$ cat config.mk
export PLATFORM = sky130hd
export DESIGN_NAME = json_string_escape_utf8_top
export DESIGN_NICKNAME = d
export VERILOG_FILES = /design/src/rtl/core/jse_pkg.sv /design/src/rtl/core/jse_front.sv /design/src/rtl/core/jse_rsp_fifo.sv /design/src/rtl/core/jse_engine.sv /design/src/rtl/core/json_string_escape_utf8_top.sv
export SDC_FILE = /design/constraint.sdc
export NUM_CORES = 1
export LEC_CHECK = 0
export ABC_CLOCK_PERIOD_IN_PS = 4100
export BUFFER_PORTS_ARGS = -buffer_cell sky130_fd_sc_hd__buf_4
export CORE_AREA = 2 2 125 127
export DETAILED_ROUTE_END_ITERATION = 10
export DIE_AREA = 0 0 127 129
export GPL_TIMING_DRIVEN = 0
export PLACE_DENSITY = 0.71
export SLEW_MARGIN = 20
export SYNTH_ARGS = -nofsm -noshare
export SYNTH_HDL_FRONTEND = slang
export SYNTH_SLANG_ARGS = --single-unit
$ cat constraint.sdc
create_clock -name clock -period 4.1 [get_ports clock]
set_clock_uncertainty 0.2 [all_clocks]
set_input_delay 0.41 -clock clock [delete_from_list [all_inputs] [get_ports clock]]
set_output_delay 0.41 -clock clock [all_outputs]
set_load 0.02 [all_outputs]
$ cat src/rtl/core/jse_pkg.sv
// ----------------------------------------------------------------------------
// jse_pkg
// Types, character codes and helper functions shared by the JSON string
// escaper front end, engine and result queue.
// ----------------------------------------------------------------------------
package jse_pkg;

   // One input beat as it travels from the front end to the engine.
   typedef struct packed {
      logic [7:0] in_byte;
      logic       is_last;
      logic       is_nul;
   } req_item_type;

   // One result beat.
   typedef struct packed {
      logic [7:0] out_byte;
      logic       byte_valid;
      logic       run_last;
      logic       string_done;
      logic       truncated;
   } rsp_type;

   // Work buffer: byte 0 sits in the low bits.
   typedef logic [3:0][7:0] hold_type;

   // Emission kinds.
   localparam logic [1:0] EMIT_COPY = 2'd0;  // copy emit_data[0 .. len-1]
   localparam logic [1:0] EMIT_ESC2 = 2'd1;  // backslash + emit_data[0]
   localparam logic [1:0] EMIT_HEX  = 2'd2;  // \u00xx of emit_data[0]

   localparam logic [2:0] ESC2_LEN = 3'd2;
   localparam logic [2:0] HEX_LEN  = 3'd6;

   localparam logic [7:0] CH_BSLASH = 8'h5c;
   localparam logic [7:0] CH_QUOTE  = 8'h22;
   localparam logic [7:0] CH_U      = 8'h75;
   localparam logic [7:0] CH_ZERO   = 8'h30;
   localparam logic [7:0] CH_B      = 8'h62;
   localparam logic [7:0] CH_F      = 8'h66;
   localparam logic [7:0] CH_N      = 8'h6e;
   localparam logic [7:0] CH_R      = 8'h72;
   localparam logic [7:0] CH_T      = 8'h74;

   // Length of a UTF-8 sequence started by a valid lead byte, else 0.
   function automatic logic [2:0] lead_len(input logic [7:0] b);
      logic [2:0] n;
      n = 3'd0;
      if (b inside {[8'hc2:8'hdf]}) n = 3'd2;
      else if (b inside {[8'he0:8'hef]}) n = 3'd3;
      else if (b inside {[8'hf0:8'hf4]}) n = 3'd4;
      return n;
   endfunction

   function automatic logic is_cont(input logic [7:0] b);
      return b[7:6] == 2'b10;
   endfunction

   // Well-formedness of a complete sequence of length n held in h.
   function automatic logic seq_ok(input hold_type h, input logic [2:0] n);
      logic ok;
      logic [7:0] a;
      logic [7:0] b;
      a  = h[0];
      b  = h[1];
      ok = is_cont(b);
      if (n >= 3'd3) begin
         ok = ok && is_cont(h[2]);
         ok = ok && !(a == 8'he0 && b < 8'ha0);
         ok = ok && !(a == 8'hed && b >= 8'ha0);
      end
      if (n == 3'd4) begin
         ok = ok && !(a == 8'hf0 && b < 8'h90);
         ok = ok && !(a == 8'hf4 && b >= 8'h90);
         ok = ok && is_cont(h[3]);
      end
      return ok;
   endfunction

   // Second character of a two-character escape, or 0 if none applies.
   function automatic logic [7:0] short_escape(input logic [7:0] b);
      logic [7:0] e;
      case (b)
         CH_QUOTE:  e = CH_QUOTE;
         CH_BSLASH: e = CH_BSLASH;
         8'h08:     e = CH_B;
         8'h0c:     e = CH_F;
         8'h0a:     e = CH_N;
         8'h0d:     e = CH_R;
         8'h09:     e = CH_T;
         default:   e = 8'h00;
      endcase
      return e;
   endfunction

   // Lowercase hex digit.
   function automatic logic [7:0] hex_digit(input logic [3:0] nib);
      logic [7:0] d;
      if (nib < 4'd10) d = CH_ZERO + {4'b0, nib};
      else d = 8'h57 + {4'b0, nib};
      return d;
   endfunction

   function automatic logic [7:0] emit_byte(input logic [1:0] kind,
                                            input logic [2:0] idx,
                                            input hold_type  data);
      logic [7:0] o;
      o = data[0];
      case (kind)
         EMIT_COPY: o = data[idx[1:0]];
         EMIT_ESC2: o = (idx == 3'd0) ? CH_BSLASH : data[0];
         EMIT_HEX: begin
            case (idx)
               3'd0:    o = CH_BSLASH;
               3'd1:    o = CH_U;
               3'd2:    o = CH_ZERO;
               3'd3:    o = CH_ZERO;
               3'd4:    o = hex_digit(data[0][7:4]);
               default: o = hex_digit(data[0][3:0]);
            endcase
         end
         default: o = data[0];
      endcase
      return o;
   endfunction

endpackage

$ cat src/rtl/core/jse_front.sv
// ----------------------------------------------------------------------------
// jse_front
// Input queue: takes request beats, tags NUL terminators, hands them to the
// engine in order.
// ----------------------------------------------------------------------------
module jse_front #(
   parameter int DEPTH = 2
) (
   input  logic                 clock,
   input  logic                 reset,
   input  logic                 req_push,
   output logic                 req_full,
   input  logic [7:0]           req_in_byte,
   input  logic                 req_is_last,
   output logic                 item_valid,
   output jse_pkg::req_item_type item,
   input  logic                 item_pop
);

   localparam int PW = $clog2(DEPTH);
   localparam int CW = $clog2(DEPTH + 1);

   jse_pkg::req_item_type mem_ff [DEPTH];
   logic [PW-1:0] wr_ptr_ff, wr_ptr_in;
   logic [PW-1:0] rd_ptr_ff, rd_ptr_in;
   logic [CW-1:0] count_ff, count_in;
   logic          do_push, do_pop;
   jse_pkg::req_item_type new_item;

   assign req_full   = count_ff == CW'(DEPTH);
   assign item_valid = count_ff != '0;
   assign item       = mem_ff[rd_ptr_ff];
   assign do_push    = req_push && !req_full;
   assign do_pop     = item_pop && item_valid;

   always_comb begin
      new_item.in_byte = req_in_byte;
      new_item.is_last = req_is_last;
      new_item.is_nul  = req_in_byte == 8'h00;
   end

   always_comb begin
      wr_ptr_in = wr_ptr_ff;
      rd_ptr_in = rd_ptr_ff;
      count_in  = count_ff;
      if (do_push) begin
         wr_ptr_in = (wr_ptr_ff == PW'(DEPTH - 1)) ? '0 : wr_ptr_ff + PW'(1);
      end
      if (do_pop) begin
         rd_ptr_in = (rd_ptr_ff == PW'(DEPTH - 1)) ? '0 : rd_ptr_ff + PW'(1);
      end
      if (do_push && !do_pop) count_in = count_ff + CW'(1);
      else if (!do_push && do_pop) count_in = count_ff - CW'(1);
   end

   always_ff @(posedge clock) begin
      if (reset) begin
         wr_ptr_ff <= '0;
         rd_ptr_ff <= '0;
         count_ff  <= '0;
      end else begin
         wr_ptr_ff <= wr_ptr_in;
         rd_ptr_ff <= rd_ptr_in;
         count_ff  <= count_in;
      end
   end

   always_ff @(posedge clock) begin
      if (do_push) begin
         mem_ff[wr_ptr_ff] <= new_item;
      end
   end

endmodule

$ cat src/rtl/core/jse_rsp_fifo.sv
// ----------------------------------------------------------------------------
// jse_rsp_fifo
// Result queue between the engine and the response port.
// ----------------------------------------------------------------------------
module jse_rsp_fifo #(
   parameter int DEPTH = 2
) (
   input  logic             clock,
   input  logic             reset,
   input  logic             push,
   input  jse_pkg::rsp_type push_data,
   output logic             full,
   input  logic             pop,
   output logic             empty,
   output jse_pkg::rsp_type head
);

   localparam int PW = $clog2(DEPTH);
   localparam int CW = $clog2(DEPTH + 1);

   jse_pkg::rsp_type mem_ff [DEPTH];
   logic [PW-1:0] wr_ptr_ff, wr_ptr_in;
   logic [PW-1:0] rd_ptr_ff, rd_ptr_in;
   logic [CW-1:0] count_ff, count_in;
   logic          do_push, do_pop;

   assign full    = count_ff == CW'(DEPTH);
   assign empty   = count_ff == '0;
   assign head    = mem_ff[rd_ptr_ff];
   assign do_push = push && !full;
   assign do_pop  = pop && !empty;

   always_comb begin
      wr_ptr_in = wr_ptr_ff;
      rd_ptr_in = rd_ptr_ff;
      count_in  = count_ff;
      if (do_push) begin
         wr_ptr_in = (wr_ptr_ff == PW'(DEPTH - 1)) ? '0 : wr_ptr_ff + PW'(1);
      end
      if (do_pop) begin
         rd_ptr_in = (rd_ptr_ff == PW'(DEPTH - 1)) ? '0 : rd_ptr_ff + PW'(1);
      end
      if (do_push && !do_pop) count_in = count_ff + CW'(1);
      else if (!do_push && do_pop) count_in = count_ff - CW'(1);
   end

   always_ff @(posedge clock) begin
      if (reset) begin
         wr_ptr_ff <= '0;
         rd_ptr_ff <= '0;
         count_ff  <= '0;
      end else begin
         wr_ptr_ff <= wr_ptr_in;
         rd_ptr_ff <= rd_ptr_in;
         count_ff  <= count_in;
      end
   end

   always_ff @(posedge clock) begin
      if (do_push) begin
         mem_ff[wr_ptr_ff] <= push_data;
      end
   end

endmodule

$ cat src/rtl/core/jse_engine.sv
// ----------------------------------------------------------------------------
// jse_engine
// Back end: holds pending UTF-8 bytes, decides one byte per step, emits escaped bytes
// one per cycle while the result queue is not full, marks each input beat's last result.
// ----------------------------------------------------------------------------
module jse_engine (
   input  logic                 clock,
   input  logic                 reset,
   input  logic                 item_valid,
   input  jse_pkg::req_item_type item,
   output logic                 item_pop,
   output logic                 rsp_push,
   output jse_pkg::rsp_type     rsp_data,
   input  logic                 rsp_full
);

   // Work buffer: [0 .. pos-1] pending sequence, [pos .. cnt-1] not yet seen.
   jse_pkg::hold_type hold_ff, hold_in;
   logic [2:0] cnt_ff, cnt_in;
   logic [1:0] pos_ff, pos_in;
   logic [2:0] need_ff, need_in;

   logic active_ff, active_in;
   logic last_ff, last_in;
   logic nul_ff, nul_in;
   logic done_sent_ff, done_sent_in;

   logic              emit_on_ff, emit_on_in;
   logic [1:0]        emit_kind_ff, emit_kind_in;
   logic [2:0]        emit_idx_ff, emit_idx_in;
   logic [2:0]        emit_len_ff, emit_len_in;
   jse_pkg::hold_type emit_data_ff, emit_data_in;

   // One result is held back until we know whether it closes the beat.
   logic             stg_valid_ff, stg_valid_in;
   jse_pkg::rsp_type stg_ff, stg_in;

   logic             step_en;
   logic             prod;
   jse_pkg::rsp_type prod_data;
   logic [7:0]       cur;
   logic [7:0]       esc;
   logic [2:0]       llen;
   logic [2:0]       pos_nx;

   assign step_en = !rsp_full;
   assign cur     = hold_ff[pos_ff];
   assign esc     = jse_pkg::short_escape(cur);
   assign llen    = jse_pkg::lead_len(cur);
   assign pos_nx  = {1'b0, pos_ff} + 3'd1;

   always_comb begin
      hold_in      = hold_ff;
      cnt_in       = cnt_ff;
      pos_in       = pos_ff;
      need_in      = need_ff;
      active_in    = active_ff;
      last_in      = last_ff;
      nul_in       = nul_ff;
      done_sent_in = done_sent_ff;
      emit_on_in   = emit_on_ff;
      emit_kind_in = emit_kind_ff;
      emit_idx_in  = emit_idx_ff;
      emit_len_in  = emit_len_ff;
      emit_data_in = emit_data_ff;
      stg_valid_in = stg_valid_ff;
      stg_in       = stg_ff;
      item_pop     = 1'b0;
      rsp_push     = 1'b0;
      rsp_data     = stg_ff;
      prod         = 1'b0;
      prod_data    = '0;

      if (step_en) begin
         if (!active_ff) begin
            if (item_valid) begin
               item_pop     = 1'b1;
               active_in    = 1'b1;
               last_in      = item.is_last;
               nul_in       = item.is_nul;
               done_sent_in = 1'b0;
               if (!item.is_nul) begin
                  hold_in[cnt_ff[1:0]] = item.in_byte;
                  cnt_in               = cnt_ff + 3'd1;
               end
            end
         end else if (emit_on_ff) begin
            prod                 = 1'b1;
            prod_data.out_byte   = jse_pkg::emit_byte(emit_kind_ff, emit_idx_ff,
                                                      emit_data_ff);
            prod_data.byte_valid = 1'b1;
            emit_idx_in          = emit_idx_ff + 3'd1;
            if (emit_idx_ff + 3'd1 == emit_len_ff) emit_on_in = 1'b0;
         end else if ({1'b0, pos_ff} != cnt_ff) begin
            emit_idx_in = 3'd0;
            if (pos_ff == 2'd0) begin
               if (llen != 3'd0) begin
                  // lead byte: start a pending sequence
                  need_in = llen;
                  pos_in  = 2'd1;
               end else begin
                  emit_on_in   = 1'b1;
                  emit_data_in = {24'h0, (esc != 8'h00) ? esc : cur};
                  if (esc != 8'h00) begin
                     emit_kind_in = jse_pkg::EMIT_ESC2;
                     emit_len_in  = jse_pkg::ESC2_LEN;
                  end else if (cur inside {[8'h20:8'h7e]}) begin
                     emit_kind_in = jse_pkg::EMIT_COPY;
                     emit_len_in  = 3'd1;
                  end else begin
                     emit_kind_in = jse_pkg::EMIT_HEX;
                     emit_len_in  = jse_pkg::HEX_LEN;
                  end
                  hold_in = hold_ff >> 8;
                  cnt_in  = cnt_ff - 3'd1;
               end
            end else if (pos_nx == need_ff) begin
               emit_on_in = 1'b1;
               if (jse_pkg::seq_ok(hold_ff, need_ff)) begin
                  emit_kind_in = jse_pkg::EMIT_COPY;
                  emit_len_in  = need_ff;
                  emit_data_in = hold_ff;
                  hold_in      = hold_ff >> {need_ff, 3'b000};
                  cnt_in       = cnt_ff - need_ff;
               end else begin
                  // bad sequence: escape the lead, replay the rest
                  emit_kind_in = jse_pkg::EMIT_HEX;
                  emit_len_in  = jse_pkg::HEX_LEN;
                  emit_data_in = {24'h0, hold_ff[0]};
                  hold_in      = hold_ff >> 8;
                  cnt_in       = cnt_ff - 3'd1;
               end
               pos_in  = 2'd0;
               need_in = 3'd0;
            end else begin
               pos_in = pos_nx[1:0];
            end
         end else if ((nul_ff || last_ff) && !done_sent_ff) begin
            prod                  = 1'b1;
            prod_data.string_done = 1'b1;
            prod_data.truncated   = nul_ff ? (cnt_ff != 3'd0) : 1'b1;
            hold_in               = '0;
            cnt_in                = 3'd0;
            pos_in                = 2'd0;
            need_in               = 3'd0;
            done_sent_in          = 1'b1;
         end else begin
            // beat finished: release the held result as its last one
            if (stg_valid_ff) begin
               rsp_push          = 1'b1;
               rsp_data          = stg_ff;
               rsp_data.run_last = 1'b1;
            end
            stg_valid_in = 1'b0;
            active_in    = 1'b0;
         end

         if (prod) begin
            if (stg_valid_ff) begin
               rsp_push = 1'b1;
               rsp_data = stg_ff;
            end
            stg_in       = prod_data;
            stg_valid_in = 1'b1;
         end
      end
   end

   always_ff @(posedge clock) begin
      if (reset) begin
         hold_ff      <= '0;
         cnt_ff       <= 3'd0;
         pos_ff       <= 2'd0;
         need_ff      <= 3'd0;
         active_ff    <= 1'b0;
         last_ff      <= 1'b0;
         nul_ff       <= 1'b0;
         done_sent_ff <= 1'b0;
         emit_on_ff   <= 1'b0;
         stg_valid_ff <= 1'b0;
      end else begin
         hold_ff      <= hold_in;
         cnt_ff       <= cnt_in;
         pos_ff       <= pos_in;
         need_ff      <= need_in;
         active_ff    <= active_in;
         last_ff      <= last_in;
         nul_ff       <= nul_in;
         done_sent_ff <= done_sent_in;
         emit_on_ff   <= emit_on_in;
         stg_valid_ff <= stg_valid_in;
      end
   end

   always_ff @(posedge clock) begin
      emit_kind_ff <= emit_kind_in;
      emit_idx_ff  <= emit_idx_in;
      emit_len_ff  <= emit_len_in;
      emit_data_ff <= emit_data_in;
      stg_ff       <= stg_in;
   end

   a_buf_bounds: assert property (@(posedge clock) disable iff (reset)
      ({1'b0, pos_ff} <= cnt_ff) && (cnt_ff <= 3'd4))
      else $error("work buffer cursor past fill");

   a_pending_short: assert property (@(posedge clock) disable iff (reset)
      (pos_ff != 2'd0) |-> ({1'b0, pos_ff} < need_ff))
      else $error("pending sequence reached its length without a check");

   a_idle_clean: assert property (@(posedge clock) disable iff (reset)
      !active_ff |-> (!stg_valid_ff && !emit_on_ff))
      else $error("engine idle with result or emission outstanding");

   a_idle_all_pending: assert property (@(posedge clock) disable iff (reset)
      !active_ff |-> ({1'b0, pos_ff} == cnt_ff))
      else $error("engine idle with unprocessed bytes");

endmodule

$ cat src/rtl/core/json_string_escape_utf8_top.sv
// ----------------------------------------------------------------------------
// json_string_escape_utf8_top - JSON string escaper with UTF-8 validation
// The engine takes a queued beat once the previous one is fully retired. Each
// result waits in a staging register before it enters the result queue; the
// bytes of one escape or sequence follow one per cycle while it is not full.
// Reset: synchronous, active high; clears queues and all pending bytes.
// ----------------------------------------------------------------------------
module json_string_escape_utf8_top #(
   parameter int REQ_DEPTH = 2,   // request queue entries, 2..16
   parameter int RSP_DEPTH = 2    // result queue entries, 2..16
) (
   input  logic       clock,
   input  logic       reset,
   // request side
   input  logic       req_push,
   output logic       req_full,
   input  logic [7:0] req_in_byte,
   input  logic       req_is_last,
   // result side
   input  logic       rsp_pop,
   output logic       rsp_empty,
   output logic [7:0] rsp_out_byte,
   output logic       rsp_byte_valid,
   output logic       rsp_run_last,
   output logic       rsp_string_done,
   output logic       rsp_truncated
);

   // Front end -> engine: a queued request beat, already tagged as NUL or not.
   logic                  item_valid;
   jse_pkg::req_item_type item;
   logic                  item_pop;

   // Engine -> result queue.
   logic             eng_push;
   jse_pkg::rsp_type eng_data;
   logic             rsp_q_full;
   jse_pkg::rsp_type rsp_head;

   // Front end. The request queue lets the producer keep pushing while the
   // engine is busy expanding an earlier beat into an escape sequence.
   jse_front #(
      .DEPTH (REQ_DEPTH)
   ) u_front (
      .clock       (clock),
      .reset       (reset),
      .req_push    (req_push),
      .req_full    (req_full),
      .req_in_byte (req_in_byte),
      .req_is_last (req_is_last),
      .item_valid  (item_valid),
      .item        (item),
      .item_pop    (item_pop)
   );

   // Engine. Takes a beat only when the previous one is fully retired, keeps
   // the bytes of an unfinished UTF-8 sequence between beats, and holds each
   // result in a staging register so the final result of a beat can carry
   // run_last. The engine stalls whenever the result queue is full.
   jse_engine u_engine (
      .clock      (clock),
      .reset      (reset),
      .item_valid (item_valid),
      .item       (item),
      .item_pop   (item_pop),
      .rsp_push   (eng_push),
      .rsp_data   (eng_data),
      .rsp_full   (rsp_q_full)
   );

   // Result queue. Its head drives the result ports directly; a beat leaves
   // on pop while the queue is not empty.
   jse_rsp_fifo #(
      .DEPTH (RSP_DEPTH)
   ) u_rsp_fifo (
      .clock     (clock),
      .reset     (reset),
      .push      (eng_push),
      .push_data (eng_data),
      .full      (rsp_q_full),
      .pop       (rsp_pop),
      .empty     (rsp_empty),
      .head      (rsp_head)
   );

   assign rsp_out_byte    = rsp_head.out_byte;
   assign rsp_byte_valid  = rsp_head.byte_valid;
   assign rsp_run_last    = rsp_head.run_last;
   assign rsp_string_done = rsp_head.string_done;
   assign rsp_truncated   = rsp_head.truncated;

endmodule

==> metrics.txt <==
# TYPE chip_impl_metric gauge
chip_impl_metric{name="finalWorstPathRequiredPeriod",unit="ns"} 3.48
chip_impl_metric{name="core-area",unit="um^2"} 15000
chip_impl_metric{name="worst_hold_slack",unit="ns"} 0.172
chip_impl_metric{name="p_leak",unit="uW"} 0.00333
chip_impl_metric{name="pin_count",unit=""} 27
chip_impl_metric{name="yosys_register_bits",unit=""} 151
chip_impl_info{name="capture_point_of_the_worst_path",value="u_engine.stg_ff[5]$_SDFFCE_PN0P_"} 1
chip_impl_metric{name="finalWeightedCongestion",unit=""} 0.970
chip_impl_metric{name="clock_latency",unit="ns"} 0.44
chip_impl_info{name="critical-path-slowest-cell",value="sky130_fd_sc_hd__a2111oi_0"} 1
chip_impl_info{name="worstPathCellList",value="clkbuf_1, clkbuf_1, clkbuf_1, nand2_1, a2111oi_0"} 1
chip_impl_metric{name="cp_data_required_time",unit="ns"} 4.03
chip_impl_metric{name="critical_path.max_stage_delay",unit="ns"} 0.77
chip_impl_metric{name="cts.htree.levels",unit=""} 4
chip_impl_metric{name="first_iter_violations",unit=""} 526
chip_impl_metric{name="initial_core_util",unit=""} 0.542
chip_impl_metric{name="globalRouteTotalUtil",unit=""} 0.270
chip_impl_metric{name="synth_warnings",unit=""} 0
chip_impl_metric{name="synth_area_per_cell",unit="um^2"} 10.8
chip_impl_metric{name="synth-seq-area-share",unit=""} 0.490
chip_impl_info{name="crit-reg2reg-launch",value="u_engine.active_ff$_SDFFE_PP0N_"} 1
chip_impl_metric{name="syn_inst",unit=""} 754
chip_impl_metric{name="fmax",unit="GHz"} 0.287
chip_impl_info{name="worst_hold_path_type",value="in2reg"} 1
chip_impl_metric{name="die_x",unit="um"} 127
chip_impl_metric{name="arrival",unit="ns"} 3.41
chip_impl_metric{name="area_of_the_die",unit="um^2"} 16400
chip_impl_info{name="timing.critical_path.mode_cell",value="sky130_fd_sc_hd__clkbuf_1"} 1
chip_impl_info{name="critPathKind",value="reg2reg"} 1
chip_impl_metric{name="worst-path-max-fanout",unit=""} 10
chip_impl_metric{name="tritoncts.num_buffers",unit=""} 17
chip_impl_metric{name="antenna_found_initial",unit=""} 0
chip_impl_metric{name="final-instance-count-excl-fill",unit=""} 1009
chip_impl_metric{name="postCtsResizedCells",unit=""} 0
chip_impl_metric{name="cp_num_buf_inv",unit=""} 3
chip_impl_metric{name="r2r_slack",unit="ns"} 0.62
chip_impl_metric{name="first_pass_iters",unit=""} 6
chip_impl_metric{name="fraction_of_final_layout_cells_sized_beyond_drive_strength_1",unit=""} 0.161
chip_impl_info{name="most-common-layout-cells",value="sky130_fd_sc_hd__edfxtp_1 (95), sky130_fd_sc_hd__nor2_1 (80), sky130_fd_sc_hd__a21oi_1 (61), sky130_fd_sc_hd__dfxtp_1 (56), sky130_fd_sc_hd__nand2_1 (42)"} 1
chip_impl_metric{name="finalHoldViolations",unit=""} 0
chip_impl_metric{name="timing.final.max_slew_violations",unit=""} 0
chip_impl_metric{name="post_cts.repair.setup_buffers",unit=""} 0
chip_impl_info{name="hold_start",value="req_push"} 1
chip_impl_info{name="kind_of_start_point_of_the_critical_path",value="flip-flop"} 1
chip_impl_metric{name="cap_violations",unit=""} 0
chip_impl_metric{name="first_global_vias",unit=""} 6257
chip_impl_info{name="cp-startpoint",value="u_engine.active_ff$_SDFFE_PP0N_"} 1
chip_impl_metric{name="io_buffer_count",unit=""} 26
chip_impl_metric{name="utilization",unit=""} 0.619
chip_impl_metric{name="die-height",unit="um"} 129
chip_impl_metric{name="viasPerCell",unit=""} 6.26
chip_impl_metric{name="worst-slew-pin-transition",unit="ns"} 0.954
chip_impl_metric{name="postRouteAntennaNets",unit=""} 0
chip_impl_metric{name="clock_transition_at_the_registers_of_the_reported_paths",unit="ns"} 0.07
chip_impl_metric{name="final_standard_cell_area_without_fillers",unit="um^2"} 9280
chip_impl_metric{name="row_count",unit=""} 45
chip_impl_metric{name="combined_area_of_all_synthesized_cells",unit="um^2"} 8120
chip_impl_info{name="cts_tree",value="built"} 1
chip_impl_info{name="rsz0062_at_grt",value="false"} 1
chip_impl_metric{name="areal_power_density_over_the_cells",unit="nW/um^2"} 623
chip_impl_metric{name="clkSinkCount",unit=""} 151
chip_impl_info{name="timing.critical_path.to_type",value="flip-flop"} 1
chip_impl_metric{name="path_depth",unit=""} 5
chip_impl_metric{name="dp.final_hpwl",unit="um"} 15800
chip_impl_metric{name="syn_nets",unit=""} 783
chip_impl_metric{name="via_count",unit=""} 6321
chip_impl_metric{name="yosysUniqueCellTypes",unit=""} 78
chip_impl_metric{name="final_net_count",unit=""} 837
chip_impl_info{name="dominantRegCellSynth",value="sky130_fd_sc_hd__edfxtp_1"} 1
chip_impl_metric{name="drt_drc_violations_left",unit=""} 0
chip_impl_metric{name="vdd_drop_max",unit="mV"} 0.324
chip_impl_metric{name="area.growth.synth_to_final",unit="%"} 14.3
chip_impl_metric{name="timing.max_slew.rel_slack",unit=""} 0.359
chip_impl_metric{name="fin_tns_setup",unit="ns"} 0
chip_impl_metric{name="num_antenna_cells",unit=""} 0
chip_impl_metric{name="grt_pass1_wl",unit="um"} 33900
chip_impl_metric{name="final-setup-viol-count",unit=""} 0
chip_impl_metric{name="post-place-cells",unit=""} 968
chip_impl_metric{name="grt.overflow.total",unit=""} 0
chip_impl_info{name="r2r-end",value="u_engine.stg_ff[5]$_SDFFCE_PN0P_"} 1
chip_impl_metric{name="dpl_cell_area",unit="um^2"} 8550
chip_impl_metric{name="grt_start_max_net_pins",unit=""} 38
chip_impl_info{name="root_buffer",value="sky130_fd_sc_hd__clkbuf_16"} 1
chip_impl_metric{name="r2r_cells",unit=""} 5
chip_impl_info{name="worst_path_dominant_cell_family",value="buffers and inverters"} 1
chip_impl_metric{name="synth-edff-count",unit=""} 95
chip_impl_metric{name="min_period_over_period",unit=""} 0.849
chip_impl_metric{name="clockBufferDepth",unit=""} 2
chip_impl_metric{name="holdBufCountCts",unit=""} 9
chip_impl_info{name="layout_commonest_cell",value="sky130_fd_sc_hd__edfxtp_1"} 1
chip_impl_metric{name="routed_wl",unit="um"} 21300
chip_impl_info{name="outcome",value="complete, no violations"} 1
chip_impl_metric{name="filler_cell_count",unit=""} 1171
chip_impl_metric{name="dr_wl_cell",unit="um"} 21.1
chip_impl_metric{name="asyncSetResetFlopFracSynth",unit=""} 0
==> how the worst min path moves through the flow <==
stage                                                    end  slack (ns)  cells after the start
after floorplan            u_rsp_fifo.mem_ff[0][0]$_DFFE_PP_        0.22                      0
after global placement     u_rsp_fifo.mem_ff[0][9]$_DFFE_PP_        0.22                      0
after detailed placement   u_rsp_fifo.mem_ff[0][8]$_DFFE_PP_        0.23                      0
after CTS                     u_front.wr_ptr_ff$_SDFFE_PP0P_        0.17                      4
after global routing      u_engine.stg_valid_ff$_SDFFE_PP0P_        0.21                      4
final                         u_front.wr_ptr_ff$_SDFFE_PP0P_        0.17                      4
==> logic make-up (layout without fill, tap and decap cells) <==
logic type | after synthesis | in the layout | synth area share
xor gates and xnor gates | 20 | 20 | 0.0216
muxes | 51 | 51 | 0.0907
buffers and inverters | 79 | 146 | 0.0407
other | 1 | 1 | 0.000462
adders and majority gates | 16 | 16 | 0.0256
DFF | 151 | 151 | 0.490
AOI/OAI and AO/OA | 204 | 204 | 0.188
and+or+nand+nor | 232 | 232 | 0.143
==> routing by layer <==
metal | wire length (um) | global-route usage
met2 | 10500 | 0.461
met3 | 1080 | 0.0441
met4 | 994 | 0.145
met1 | 8740 | 0.331
met5 | 0 | 0
==> state kept, by name (all words and copies together), names as in the netlist, 2 cells and up, named ones only <==
signal	count
u_engine.emit_data_ff	32
u_engine.hold_ff	32
u_rsp_fifo.mem_ff	24
u_front.mem_ff	20
u_engine.stg_ff	11
u_engine.cnt_ff	3
u_engine.emit_idx_ff	3
u_engine.emit_len_ff	3
u_engine.need_ff	3
u_engine.emit_kind_ff	2
u_engine.pos_ff	2
u_front.count_ff	2
u_rsp_fifo.count_ff	2
==> power breakdown <==
group	leakage, uW	switching, uW	internal, uW
clock	0.000303	715	937
sequential	0.00133	227	1920
combinational	0.00170	1220	761
total	0.00333	2170	3610
==> layout make-up <==
class	count	area (um^2)	share of cell area
clock inverter	15	214	0.0231
inverter	34	128	0.0138
sequential	151	3970	0.428
multi-input combinational	524	3810	0.411
buffer	45	203	0.0218
tap	188	235	0.0254
clock buffer	17	425	0.0459
timing repair buffer	35	285	0.0307
==> Yosys cell counts, types with 5 or more instances <==
cell                        count  area, um^2
sky130_fd_sc_hd__a211oi_1       5        37.5
sky130_fd_sc_hd__mux2_2        20         225
sky130_fd_sc_hd__mux4_2        16         360
sky130_fd_sc_hd__xor2_1        13         114
sky130_fd_sc_hd__mux2i_1       15         150
sky130_fd_sc_hd__nand3_1       11        55.1
sky130_fd_sc_hd__o22ai_1        6        37.5
sky130_fd_sc_hd__o21a_1         5        37.5
sky130_fd_sc_hd__a22o_1         6        52.6
sky130_fd_sc_hd__dfxtp_1       56        1120
sky130_fd_sc_hd__or4_1          5        37.5
sky130_fd_sc_hd__o211ai_1       5        37.5
sky130_fd_sc_hd__edfxtp_1      95        2850
sky130_fd_sc_hd__clkbuf_1      29         109
sky130_fd_sc_hd__ha_1          15         188
sky130_fd_sc_hd__and2_1        27         169
sky130_fd_sc_hd__nand2_1       42         158
sky130_fd_sc_hd__nor2_1        80         300
sky130_fd_sc_hd__a221oi_1      10        87.6
sky130_fd_sc_hd__xnor2_1        7        61.3
sky130_fd_sc_hd__o2bb2ai_1      8        70.1
sky130_fd_sc_hd__buf_1          6        22.5
sky130_fd_sc_hd__o21ai_0       27         135
sky130_fd_sc_hd__a221oi_2       9         135
sky130_fd_sc_hd__nor2b_1        9        56.3
sky130_fd_sc_hd__buf_2          6        30.0
sky130_fd_sc_hd__a311oi_1      10        87.6
sky130_fd_sc_hd__inv_1         34         128
sky130_fd_sc_hd__a41o_1         9        90.1
sky130_fd_sc_hd__nand2b_1      17         106
sky130_fd_sc_hd__a21oi_1       61         305
sky130_fd_sc_hd__nor3_1        12        60.1
==> metrics by stage <==
stage,setup WS [ns],power [uW]
floorplan,0.965,3530
global placement,0.372,4050
detailed placement,0.711,4110
CTS,0.681,5760
global route,0.388,6060
finish,0.619,5780
==> worst reg2reg max path, delay by kind of cell (launching register included) <==
kind | cells | cell delay (ns)
simple gates | 1 | 0.37
flops | 1 | 0.39
buf+inv | 3 | 1.44
compound gates | 1 | 0.78
(Power assumes the default switching activity.)
